$ cat config.mk
export PLATFORM = sky130hd
export DESIGN_NAME = dc_motor_soft_start_controller_flat
export DESIGN_NICKNAME = d
export VERILOG_FILES = /design/src/rtl/dcss_pkg.sv /design/src/rtl/dcss_if.sv /design/src/rtl/dcss_ctrl.sv /design/src/rtl/dcss_datapath.sv /design/src/rtl/dc_motor_soft_start_controller.sv /design/src/flat_wrapper.sv
export VERILOG_INCLUDE_DIRS = /design/src /design/src/rtl
export SDC_FILE = /design/constraint.sdc
export NUM_CORES = 1
export LEC_CHECK = 0
export BUFFER_PORTS_ARGS = -buffer_cell sky130_fd_sc_hd__buf_2
export CAP_MARGIN = 10
export CORE_AREA = 2 2 147 149
export CTS_CLUSTER_DIAMETER = 200
export DETAILED_ROUTE_END_ITERATION = 8
export DIE_AREA = 0 0 149 151
export PLACE_DENSITY = 0.72
export SKIP_LAST_GASP = 1
export SYNTH_ARGS = -nofsm -noshare
export SYNTH_HDL_FRONTEND = slang
export SYNTH_SLANG_ARGS = --single-unit
$ cat constraint.sdc
create_clock -name clk -period 12.3 [get_ports clk]
set_input_delay 1.23 -clock clk [delete_from_list [all_inputs] [get_ports clk]]
set_output_delay 1.23 -clock clk [all_outputs]
set_load 0.01 [all_outputs]
$ cat src/rtl/assert_macros.svh
// assertion macros shared by the rtl sequencer and datapath modules
`ifndef ASSERT_MACROS_SVH
`define ASSERT_MACROS_SVH
`ifndef SYNTH
// consequence must hold in the same cycle as the antecedent
`define ASSERT_HOLDS(lbl, clk, rst, ante, cons) \
  lbl: assert property (@(posedge clk) disable iff (rst) (ante) |-> (cons)) \
    else $error("assertion failed");
// consequence must hold in the cycle after the antecedent
`define ASSERT_NEXT(lbl, clk, rst, ante, cons) \
  lbl: assert property (@(posedge clk) disable iff (rst) (ante) |=> (cons)) \
    else $error("assertion failed");
`else
`define ASSERT_HOLDS(lbl, clk, rst, ante, cons)
`define ASSERT_NEXT(lbl, clk, rst, ante, cons)
`endif
`endif

$ cat src/rtl/dcss_pkg.sv
// shared types, constants and helpers of the motor soft start controller
`timescale 1ns / 1ps
package dcss_pkg;

  localparam int SAMPLE_BITS_DEF = 10;
  localparam int DUTY_W          = 8;
  localparam int DUTY_MAX        = 255;
  localparam int TICKS_W         = 16;
  localparam int PCT_W           = 7;
  localparam int PHASE_W         = 2;
  localparam logic [TICKS_W-1:0] RAMP_TOTAL_RESET = 16'd500;

  typedef enum logic [PHASE_W-1:0] {
    MODE_IDLE = 2'd0,
    MODE_RAMP = 2'd1,
    MODE_RUN  = 2'd2
  } motor_mode_t;

  typedef struct packed {
    logic load;
    logic div_init;
    logic div_step;
    logic commit;
  } ctrl_cmd_t;

  typedef struct packed {
    logic need_div;
    logic div_last;
    logic slot_free;
  } ctrl_status_t;

  // d*100/255 truncated: reciprocal estimate plus one correction step
  function automatic logic [PCT_W-1:0] duty_to_percent(input logic [DUTY_W-1:0] d);
    logic [14:0] x;
    logic [23:0] p;
    logic [PCT_W-1:0] q;
    logic [14:0] r;
    x = 15'(d) * 15'd100;
    p = (24'(x) << 8) + 24'(x);
    q = p[22:16];
    r = x - 15'(q) * 15'(DUTY_MAX);
    if (r >= 15'(DUTY_MAX)) begin
      q = q + 7'd1;
    end
    return q;
  endfunction

endpackage

$ cat src/rtl/dcss_if.sv
// channel interfaces: tick input, result output and register write
`timescale 1ns / 1ps

interface dcss_in_if #(parameter int SAMPLE_BITS = 10);
  logic                   valid;
  logic                   ready;
  logic [SAMPLE_BITS-1:0] pot_sample;
  logic                   start_level;
  logic                   stop_level;
  logic                   direction_level;

  modport source (output valid, pot_sample, start_level, stop_level, direction_level,
                  input ready);
  modport sink   (input valid, pot_sample, start_level, stop_level, direction_level,
                  output ready);
endinterface

interface dcss_out_if;
  logic       valid;
  logic       ready;
  logic [7:0] duty;
  logic       pwm_enable;
  logic       bridge_leg_a;
  logic       bridge_leg_b;
  logic [1:0] phase;
  logic       direction_flag;
  logic [6:0] duty_percent;

  modport source (output valid, duty, pwm_enable, bridge_leg_a, bridge_leg_b, phase,
                  direction_flag, duty_percent, input ready);
  modport sink   (input valid, duty, pwm_enable, bridge_leg_a, bridge_leg_b, phase,
                  direction_flag, duty_percent, output ready);
endinterface

interface dcss_cfg_if;
  logic        valid;
  logic        ready;
  logic [15:0] data;

  modport source (output valid, data, input ready);
  modport sink   (input valid, data, output ready);
endinterface

$ cat src/rtl/dcss_ctrl.sv
// sequencer for one tick: capture, optional step length divide, commit
`timescale 1ns / 1ps
`include "assert_macros.svh"
module dcss_ctrl (
  input  logic                  clk,
  input  logic                  rst,
  input  logic                  in_valid,
  output logic                  in_ready,
  input  dcss_pkg::ctrl_status_t status,
  output dcss_pkg::ctrl_cmd_t    cmd
);
  import dcss_pkg::*;

  typedef enum logic [1:0] {
    ST_IDLE,
    ST_EVAL,
    ST_DIV,
    ST_EMIT
  } state_t;

  state_t state;

  assign in_ready = (state == ST_IDLE);

  always_comb begin
    cmd          = '0;
    cmd.load     = (state == ST_IDLE) && in_valid;
    cmd.div_init = (state == ST_EVAL) && status.need_div;
    cmd.div_step = (state == ST_DIV);
    cmd.commit   = (state == ST_EMIT) && status.slot_free;
  end

  always_ff @(posedge clk) begin
    if (rst) begin
      state <= ST_IDLE;
    end else begin
      case (state)
        ST_IDLE: begin
          if (in_valid) state <= ST_EVAL;
        end
        ST_EVAL: begin
          state <= status.need_div ? ST_DIV : ST_EMIT;
        end
        ST_DIV: begin
          if (status.div_last) state <= ST_EMIT;
        end
        ST_EMIT: begin
          if (status.slot_free) state <= ST_IDLE;
        end
        default: state <= ST_IDLE;
      endcase
    end
  end

  `ASSERT_NEXT(a_accept_eval, clk, rst, in_valid && in_ready, state == ST_EVAL)
  `ASSERT_NEXT(a_div_ends, clk, rst, state == ST_DIV && status.div_last, state == ST_EMIT)
  `ASSERT_NEXT(a_emit_done, clk, rst, state == ST_EMIT && status.slot_free, state == ST_IDLE)

endmodule

$ cat src/rtl/dcss_datapath.sv
// tick datapath: sample scaling, step length divider, ramp state and result register
`timescale 1ns / 1ps
`include "assert_macros.svh"
module dcss_datapath #(
  parameter int SAMPLE_BITS = dcss_pkg::SAMPLE_BITS_DEF
) (
  input  logic                          clk,
  input  logic                          rst,
  input  dcss_pkg::ctrl_cmd_t           cmd,
  output dcss_pkg::ctrl_status_t        status,
  input  logic                          cfg_we,
  input  logic [dcss_pkg::TICKS_W-1:0]  cfg_data,
  input  logic [SAMPLE_BITS-1:0]        pot_sample,
  input  logic                          start_level,
  input  logic                          stop_level,
  input  logic                          direction_level,
  input  logic                          out_ready,
  output logic                          out_valid,
  output logic [dcss_pkg::DUTY_W-1:0]   duty,
  output logic                          pwm_enable,
  output logic                          bridge_leg_a,
  output logic                          bridge_leg_b,
  output logic [dcss_pkg::PHASE_W-1:0]  phase,
  output logic                          direction_flag,
  output logic [dcss_pkg::PCT_W-1:0]    duty_percent
);
  import dcss_pkg::*;

  localparam int PROD_W = SAMPLE_BITS + DUTY_W;
  localparam int CNT_W  = $clog2(TICKS_W);

  logic [TICKS_W-1:0] ramp_total_ticks;

  // captured tick
  logic [DUTY_W-1:0] scaled;
  logic              start_n;
  logic              stop_n;
  logic              dir_lvl;

  // motor state
  motor_mode_t        mode;
  logic               direction;
  logic [DUTY_W-1:0]  ramp_target;
  logic [DUTY_W-1:0]  ramp_duty;
  logic [TICKS_W-1:0] step_length;
  logic [TICKS_W-1:0] step_count;

  // restoring divider, one quotient bit a cycle
  logic [DUTY_W-1:0]  div_rem;
  logic [TICKS_W-1:0] div_quot;
  logic [CNT_W-1:0]   div_cnt;
  logic [DUTY_W:0]    rem_try;
  logic               rem_ge;

  logic [PROD_W-1:0]  prod;

  motor_mode_t        mode_next;
  logic               direction_next;
  logic [DUTY_W-1:0]  ramp_target_next;
  logic [DUTY_W-1:0]  ramp_duty_next;
  logic [TICKS_W-1:0] step_length_next;
  logic [TICKS_W-1:0] step_count_next;
  logic [DUTY_W-1:0]  duty_next;
  logic               check_run;
  logic               active;
  logic [TICKS_W-1:0] len;

  // sample*255 >> SAMPLE_BITS
  assign prod = {pot_sample, {DUTY_W{1'b0}}} - PROD_W'(pot_sample);

  assign rem_try = {div_rem, div_quot[TICKS_W-1]};
  assign rem_ge  = (rem_try >= {1'b0, scaled});

  assign status.need_div  = (mode == MODE_IDLE) && !start_n && (scaled != '0);
  assign status.div_last  = (div_cnt == CNT_W'(TICKS_W - 1));
  assign status.slot_free = !out_valid || out_ready;

  always_comb begin
    mode_next        = mode;
    direction_next   = direction;
    ramp_target_next = ramp_target;
    ramp_duty_next   = ramp_duty;
    step_length_next = step_length;
    step_count_next  = step_count;
    duty_next        = '0;
    check_run        = 1'b0;
    len              = (step_length == '0) ? TICKS_W'(1) : step_length;
    case (mode)
      MODE_IDLE: begin
        direction_next = dir_lvl;
        if (!start_n) begin
          ramp_target_next = scaled;
          ramp_duty_next   = '0;
          if (scaled == '0) begin
            step_length_next = '0;
            step_count_next  = '0;
            mode_next        = MODE_RUN;
            duty_next        = scaled;
          end else begin
            step_length_next = (div_quot == '0) ? TICKS_W'(1) : div_quot;
            step_count_next  = TICKS_W'(1);
            mode_next        = MODE_RAMP;
          end
        end
      end
      MODE_RAMP: begin
        if (step_count >= len) begin
          step_count_next = '0;
          ramp_duty_next  = ramp_duty + 8'd1;
        end
        if (ramp_duty_next >= ramp_target) begin
          mode_next = MODE_RUN;
          check_run = 1'b1;
        end else begin
          step_count_next = step_count_next + 16'd1;
          duty_next       = ramp_duty_next;
        end
      end
      MODE_RUN: begin
        check_run = 1'b1;
      end
      default: begin
        mode_next      = MODE_IDLE;
        direction_next = dir_lvl;
      end
    endcase
    if (check_run) begin
      if (!stop_n) begin
        mode_next = MODE_IDLE;
        duty_next = '0;
      end else begin
        duty_next = scaled;
      end
    end
    active = (mode_next == MODE_RAMP) || (mode_next == MODE_RUN);
  end

  always_ff @(posedge clk) begin
    if (rst) begin
      ramp_total_ticks <= RAMP_TOTAL_RESET;
      mode             <= MODE_IDLE;
      direction        <= 1'b0;
      ramp_target      <= '0;
      ramp_duty        <= '0;
      step_length      <= '0;
      step_count       <= '0;
      out_valid        <= 1'b0;
    end else begin
      if (cfg_we) ramp_total_ticks <= cfg_data;
      if (cmd.commit) begin
        mode        <= mode_next;
        direction   <= direction_next;
        ramp_target <= ramp_target_next;
        ramp_duty   <= ramp_duty_next;
        step_length <= step_length_next;
        step_count  <= step_count_next;
        out_valid   <= 1'b1;
      end else if (out_ready) begin
        out_valid   <= 1'b0;
      end
    end
  end

  always_ff @(posedge clk) begin
    if (cmd.load) begin
      scaled  <= prod[PROD_W-1 -: DUTY_W];
      start_n <= start_level;
      stop_n  <= stop_level;
      dir_lvl <= direction_level;
    end
    if (cmd.div_init) begin
      div_rem  <= '0;
      div_quot <= ramp_total_ticks;
      div_cnt  <= '0;
    end else if (cmd.div_step) begin
      div_rem  <= rem_ge ? DUTY_W'(rem_try - {1'b0, scaled}) : rem_try[DUTY_W-1:0];
      div_quot <= {div_quot[TICKS_W-2:0], rem_ge};
      div_cnt  <= div_cnt + CNT_W'(1);
    end
    if (cmd.commit) begin
      duty           <= active ? duty_next : '0;
      pwm_enable     <= active;
      bridge_leg_a   <= active && !direction_next;
      bridge_leg_b   <= active && direction_next;
      phase          <= mode_next;
      direction_flag <= direction_next;
      duty_percent   <= duty_to_percent(scaled);
    end
  end

  `ASSERT_HOLDS(a_ramp_below_target, clk, rst, mode == MODE_RAMP, ramp_duty < ramp_target)
  `ASSERT_HOLDS(a_ramp_len_set, clk, rst, mode == MODE_RAMP, step_length != '0)
  `ASSERT_HOLDS(a_div_from_idle, clk, rst, cmd.div_init, mode == MODE_IDLE && scaled != '0)

endmodule

$ cat src/rtl/dc_motor_soft_start_controller.sv
// top level of the dc motor soft start controller
`timescale 1ns / 1ps
// after the input transfer the sequencer evaluates the tick, runs the restoring divider for
//   the step length on a start tick that begins a ramp, and commits once the result
//   register is free; it handles one tick at a time, so a new tick is taken only after the
//   last one is committed, while the result register may still hold the previous result
// reset: synchronous, active high; motor idle, ramp state cleared, total ticks back to 500
module dc_motor_soft_start_controller #(
  parameter int SAMPLE_BITS = dcss_pkg::SAMPLE_BITS_DEF
) (
  input  logic      clk,
  input  logic      rst,
  dcss_in_if.sink   in_chan,
  dcss_out_if.source out_chan,
  dcss_cfg_if.sink  cfg_chan
);
  import dcss_pkg::*;

  // command and status between sequencer and datapath
  ctrl_cmd_t    cmd;
  ctrl_status_t status;

  // the single register is always writable; writes must come only while idle, which the block does not enforce
  assign cfg_chan.ready = 1'b1;

  // sequencer: accept a tick, run the divide when a ramp starts, commit once
  // the result register is free
  dcss_ctrl u_ctrl (
    .clk      (clk),
    .rst      (rst),
    .in_valid (in_chan.valid),
    .in_ready (in_chan.ready),
    .status   (status),
    .cmd      (cmd)
  );

  // datapath: scaling, divider, ramp/run state and the result register that
  // decouples the output transfer from the next input transfer
  dcss_datapath #(
    .SAMPLE_BITS (SAMPLE_BITS)
  ) u_dp (
    .clk             (clk),
    .rst             (rst),
    .cmd             (cmd),
    .status          (status),
    .cfg_we          (cfg_chan.valid && cfg_chan.ready),
    .cfg_data        (cfg_chan.data),
    .pot_sample      (in_chan.pot_sample),
    .start_level     (in_chan.start_level),
    .stop_level      (in_chan.stop_level),
    .direction_level (in_chan.direction_level),
    .out_ready       (out_chan.ready),
    .out_valid       (out_chan.valid),
    .duty            (out_chan.duty),
    .pwm_enable      (out_chan.pwm_enable),
    .bridge_leg_a    (out_chan.bridge_leg_a),
    .bridge_leg_b    (out_chan.bridge_leg_b),
    .phase           (out_chan.phase),
    .direction_flag  (out_chan.direction_flag),
    .duty_percent    (out_chan.duty_percent)
  );

endmodule

$ cat src/flat_wrapper.sv
// flat-port wrapper written by rule: the top's interface ports become plain ports
module dc_motor_soft_start_controller_flat import dcss_pkg::*;
#(
  parameter int SAMPLE_BITS = dcss_pkg::SAMPLE_BITS_DEF
)
  (clk, rst, in_chan_valid, in_chan_pot_sample, in_chan_start_level, in_chan_stop_level, in_chan_direction_level, in_chan_ready, out_chan_valid, out_chan_duty, out_chan_pwm_enable, out_chan_bridge_leg_a, out_chan_bridge_leg_b, out_chan_phase, out_chan_direction_flag, out_chan_duty_percent, out_chan_ready, cfg_chan_valid, cfg_chan_data, cfg_chan_ready);
  dcss_in_if #(.SAMPLE_BITS(SAMPLE_BITS)) in_chan_i ();
  dcss_out_if out_chan_i ();
  dcss_cfg_if cfg_chan_i ();
  input  logic clk;
  input  logic rst;
  input wire logic [$bits(in_chan_i.valid)-1:0] in_chan_valid;
  input wire logic [$bits(in_chan_i.pot_sample)-1:0] in_chan_pot_sample;
  input wire logic [$bits(in_chan_i.start_level)-1:0] in_chan_start_level;
  input wire logic [$bits(in_chan_i.stop_level)-1:0] in_chan_stop_level;
  input wire logic [$bits(in_chan_i.direction_level)-1:0] in_chan_direction_level;
  output wire logic [$bits(in_chan_i.ready)-1:0] in_chan_ready;
  output wire logic [$bits(out_chan_i.valid)-1:0] out_chan_valid;
  output wire logic [$bits(out_chan_i.duty)-1:0] out_chan_duty;
  output wire logic [$bits(out_chan_i.pwm_enable)-1:0] out_chan_pwm_enable;
  output wire logic [$bits(out_chan_i.bridge_leg_a)-1:0] out_chan_bridge_leg_a;
  output wire logic [$bits(out_chan_i.bridge_leg_b)-1:0] out_chan_bridge_leg_b;
  output wire logic [$bits(out_chan_i.phase)-1:0] out_chan_phase;
  output wire logic [$bits(out_chan_i.direction_flag)-1:0] out_chan_direction_flag;
  output wire logic [$bits(out_chan_i.duty_percent)-1:0] out_chan_duty_percent;
  input wire logic [$bits(out_chan_i.ready)-1:0] out_chan_ready;
  input wire logic [$bits(cfg_chan_i.valid)-1:0] cfg_chan_valid;
  input wire logic [$bits(cfg_chan_i.data)-1:0] cfg_chan_data;
  output wire logic [$bits(cfg_chan_i.ready)-1:0] cfg_chan_ready;
  assign in_chan_i.valid = in_chan_valid;
  assign in_chan_i.pot_sample = in_chan_pot_sample;
  assign in_chan_i.start_level = in_chan_start_level;
  assign in_chan_i.stop_level = in_chan_stop_level;
  assign in_chan_i.direction_level = in_chan_direction_level;
  assign in_chan_ready = in_chan_i.ready;
  assign out_chan_valid = out_chan_i.valid;
  assign out_chan_duty = out_chan_i.duty;
  assign out_chan_pwm_enable = out_chan_i.pwm_enable;
  assign out_chan_bridge_leg_a = out_chan_i.bridge_leg_a;
  assign out_chan_bridge_leg_b = out_chan_i.bridge_leg_b;
  assign out_chan_phase = out_chan_i.phase;
  assign out_chan_direction_flag = out_chan_i.direction_flag;
  assign out_chan_duty_percent = out_chan_i.duty_percent;
  assign out_chan_i.ready = out_chan_ready;
  assign cfg_chan_i.valid = cfg_chan_valid;
  assign cfg_chan_i.data = cfg_chan_data;
  assign cfg_chan_ready = cfg_chan_i.ready;
  dc_motor_soft_start_controller #(.SAMPLE_BITS(SAMPLE_BITS)) u_core (.clk(clk), .rst(rst), .in_chan(in_chan_i), .out_chan(out_chan_i), .cfg_chan(cfg_chan_i));
endmodule
==> run summary <==
Status: finished, final reports clean
Hold Crit Start: u_core.u_dp.step_length[0]$_SDFFE_PP0P_
Fill cells: 1904
Wire per inst: 15.6 um
Die extent in y: 151 um
Cts hold-fix bufs: 0
Min Clock Period, post-route: 10.90 ns
Crit-path max FO: 8
GP Congestion: 0.878
Busiest grt layer: met2
Final hold viol count: 0
Detailed router's first-iteration violation count: 635
Max Freq: 91.7 MHz
R2r startpoint: u_core.u_dp.scaled[2]$_DFFE_PP_
Post-Syn Nets: 1297
Total negative slack: 0 ns
Crit path launch type: flip-flop
Clock-pin slew on the worst setup and hold paths: 0.06 ns
Unique cell type count in the Yosys netlist: 72
Crit-path slowest cell: or4b_1
Hold path depth: 2
Skew-Pair Late Insertion Delay: 0.42 ns
Worst Path Required: 12.47 ns
Crit path DAT: 11.07 ns
Post-synth EDFFs: 48
Global route overflow: 0
Post_cts resized: 0
Largest family of logic cells by synthesized area: adder cells
Syn_area_per_cell: 8.83 um2
Met1 GRT Util: 29.6%
Met2 GRT Util: 31.6%
Headroom to the max-slew limit: 30.9%
Worst-margin pin slew: 1.02 ns
Area of the core: 20800 um2
CP max stage delay: 0.56 ns
CTS H-tree depth: 4
CTS tree: yes
Die Footprint: 22500 um2
Final WL: 22.5 mm
CTS max path bufs: 2
Global Route Usage Sum: 20.6%
FFs w/ async S/R, synth: 0%
Dpl hpwl: 16.8 mm
Num rows: 53
Largest net degree at the start of global routing: 64
Slew Limit Fails: 0
Initial Utilization: 47.2%
Antenna violations before repair: 0
Post-CTS Setup Inserts: 0
Remaining antenna violation count: 0
Seq/Total Area, Yosys: 31.4%
Mapped Area: 9820 um2
I/O pin total: 58
Root buf cell: clkbuf_16
Primary FF master, synth: dfxtp_1
Synth Warn #: 0
Max_cap viols: 0
Hold Path Class: flip-flop to flip-flop
CP Capture Type: flip-flop
Die Wd: 149 um
Final period util: 88.6%
Layout overhead on the synthesized area: 11.7%
Global-route wire length before repair: 37.2 mm
Reg2Reg Setup Slack: 1.40 ns
Clock Skew: 0.00837 ns
DR vias/cell: 5.60
Via total after detailed routing: 8092
# nets final: 1342
CTS buffer count: 17
Multiplexer share of the synthesized area: 3.20%
Critical path type: flip-flop to flip-flop
Remaining DRCs: 0
Hold path endpoint: u_core.u_dp.step_length[0]$_SDFFE_PP0P_
Worst Reg-to-Reg Cells: 39
Number of global-route vias before repair: 7448
Adder-cell share of the synthesized area: 21.5%
Global Route met3 Usage: 3.58%
Compound-Gate Fraction of Synth Area: 15.4%
Share of cells above drive strength 1: 9.31%
Synth Area in Simple Gates: 18.5%
RSZ-0062 raised after global routing: no
Port Buffers: 56
Final setup viols: 0
DR pass1 iterations: 5
Clock sinks: 130
Synth Register Bits: 130
Inserted Diodes: 0
Post-synthesis cell count: 1113
Reg2reg end: u_core.u_dp.duty_percent[1]$_DFFE_PP_
XOR/XNOR Fraction of Synth Area: 4.10%
[metal layers]
metal	share of wire [%]	routed length, um	vias to the layer above
met3	5.3	1190	33
met4	1.9	418	0
met1	49	11100	3768
met5	0	0	-
li1	-	-	4047
met2	44	9850	244
[layout make-up]
cell class,instances,area [um2],share of cell area (%)
Timing Repair Buffer,60,310,2.83
Inverter,119,447,4.07
Multi-Input combinational cell,830,6170,56.2
Sequential cell,130,3080,28.1
Clock buffer,20,479,4.37
Clock inverter,12,141,1.29
Tap cell,275,344,3.14
[cell usage after synthesis (all sizes together), types with 23 or more instances]
| cell type | instances | share of area, % |
|---|---|---|
| dfxtp | 82 | 17 |
| clkbuf | 28 | 1.1 |
| fa | 31 | 6.3 |
| inv | 119 | 4.5 |
| or3 | 23 | 1.5 |
| nor3 | 24 | 1.2 |
| mux2i | 25 | 2.5 |
| nand3 | 32 | 1.6 |
| nand2 | 125 | 4.8 |
| nor2 | 83 | 3.2 |
| ha | 119 | 15 |
| a21oi | 64 | 3.3 |
| xnor2 | 32 | 2.9 |
| edfxtp | 48 | 15 |
| o21ai | 42 | 2.2 |
[placed cells by master, fill, tap and decap left out, types with 7 or more instances in the layout]
cell	n
nor4_1	9
nor2_1	83
buf_2	56
a2111oi_0	7
nand2b_1	11
mux2i_1	25
dfxtp_1	82
clkbuf_16	19
a22oi_1	15
xor2_1	14
and3_1	9
nand2_1	125
fa_1	31
xnor2_1	32
ha_1	119
a21oi_1	64
a21o_1	15
o21ai_0	39
inv_1	119
a311oi_1	11
nand4_1	17
edfxtp_1	48
nand3_1	32
a31oi_1	8
or3_1	23
nor3_1	24
nor2b_1	11
[worst max-delay path: cells and delay by family (launching register included)]
| kind | cells | cell delay [ns] |
|---|---|---|
| compound gates | 9 | 2.12 |
| simple gates | 8 | 1.97 |
| xor+xnor | 2 | 0.59 |
| buf+inv | 7 | 0.65 |
| flops | 1 | 0.54 |
| fa+ha+maj | 11 | 4.17 |
| mux | 2 | 0.61 |
[kinds of logic after synthesis]
| kind of cell | count (synthesis) |
|---|---|
| compound gates | 225 |
| xor+xnor | 46 |
| fa+ha+maj | 150 |
| buf+inv | 153 |
| flops | 130 |
| mux | 30 |
| other cells | 1 |
| simple gates | 378 |
[sequential cells by signal, indices dropped and copies added (netlist names), 2 cells and up]
signal	cells
u_core.u_dp.div_quot	16
u_core.u_dp.ramp_total_ticks	16
u_core.u_dp.step_count	16
u_core.u_dp.step_length	16
u_core.u_dp.div_rem	8
u_core.u_dp.duty	8
u_core.u_dp.ramp_duty	8
u_core.u_dp.ramp_target	8
u_core.u_dp.scaled	8
u_core.u_dp.duty_percent	7
u_core.u_dp.div_cnt	4
u_core.u_ctrl.state	2
u_core.u_dp.mode	2
u_core.u_dp.phase	2
[stage by stage]
step	instance area, um2	setup WS, ns	hold WS [ns]	util [%]	std cells
3_5_place_dp	10300	1.50	0.448	49.7	1413
6_report	11000	1.40	0.461	52.7	1446
5_1_grt	11000	0.730	0.467	52.7	1446
4_1_cts	11000	1.47	0.457	52.7	1445
3_3_place_gp	10300	1.80	0.443	49.7	1413
2_1_floorplan	9820	2.28	0.432	-	1113
[how the worst max path moves through the flow]
| stage | startpoint | endpoint | slack, ns | depth (start not counted) |
|---|---|---|---|---|
| finish | u_core.u_dp.scaled[2]$_DFFE_PP_ | u_core.u_dp.duty_percent[1]$_DFFE_PP_ | 1.40 | 39 |
| global route | u_core.u_dp.scaled[2]$_DFFE_PP_ | u_core.u_dp.duty_percent[1]$_DFFE_PP_ | 0.73 | 39 |
| CTS | u_core.u_dp.scaled[2]$_DFFE_PP_ | u_core.u_dp.duty_percent[1]$_DFFE_PP_ | 1.47 | 39 |
| detailed placement | u_core.u_dp.scaled[2]$_DFFE_PP_ | u_core.u_dp.duty_percent[1]$_DFFE_PP_ | 1.50 | 39 |
| global placement | u_core.u_dp.scaled[2]$_DFFE_PP_ | u_core.u_dp.duty_percent[1]$_DFFE_PP_ | 1.80 | 37 |
| floorplan | u_core.u_dp.scaled[2]$_DFFE_PP_ | u_core.u_dp.duty_percent[1]$_DFFE_PP_ | 2.28 | 37 |
Power is left out: the tool's default activity adds up to more than one toggle a clock period on the data nets, which glitch-free logic cannot reach.
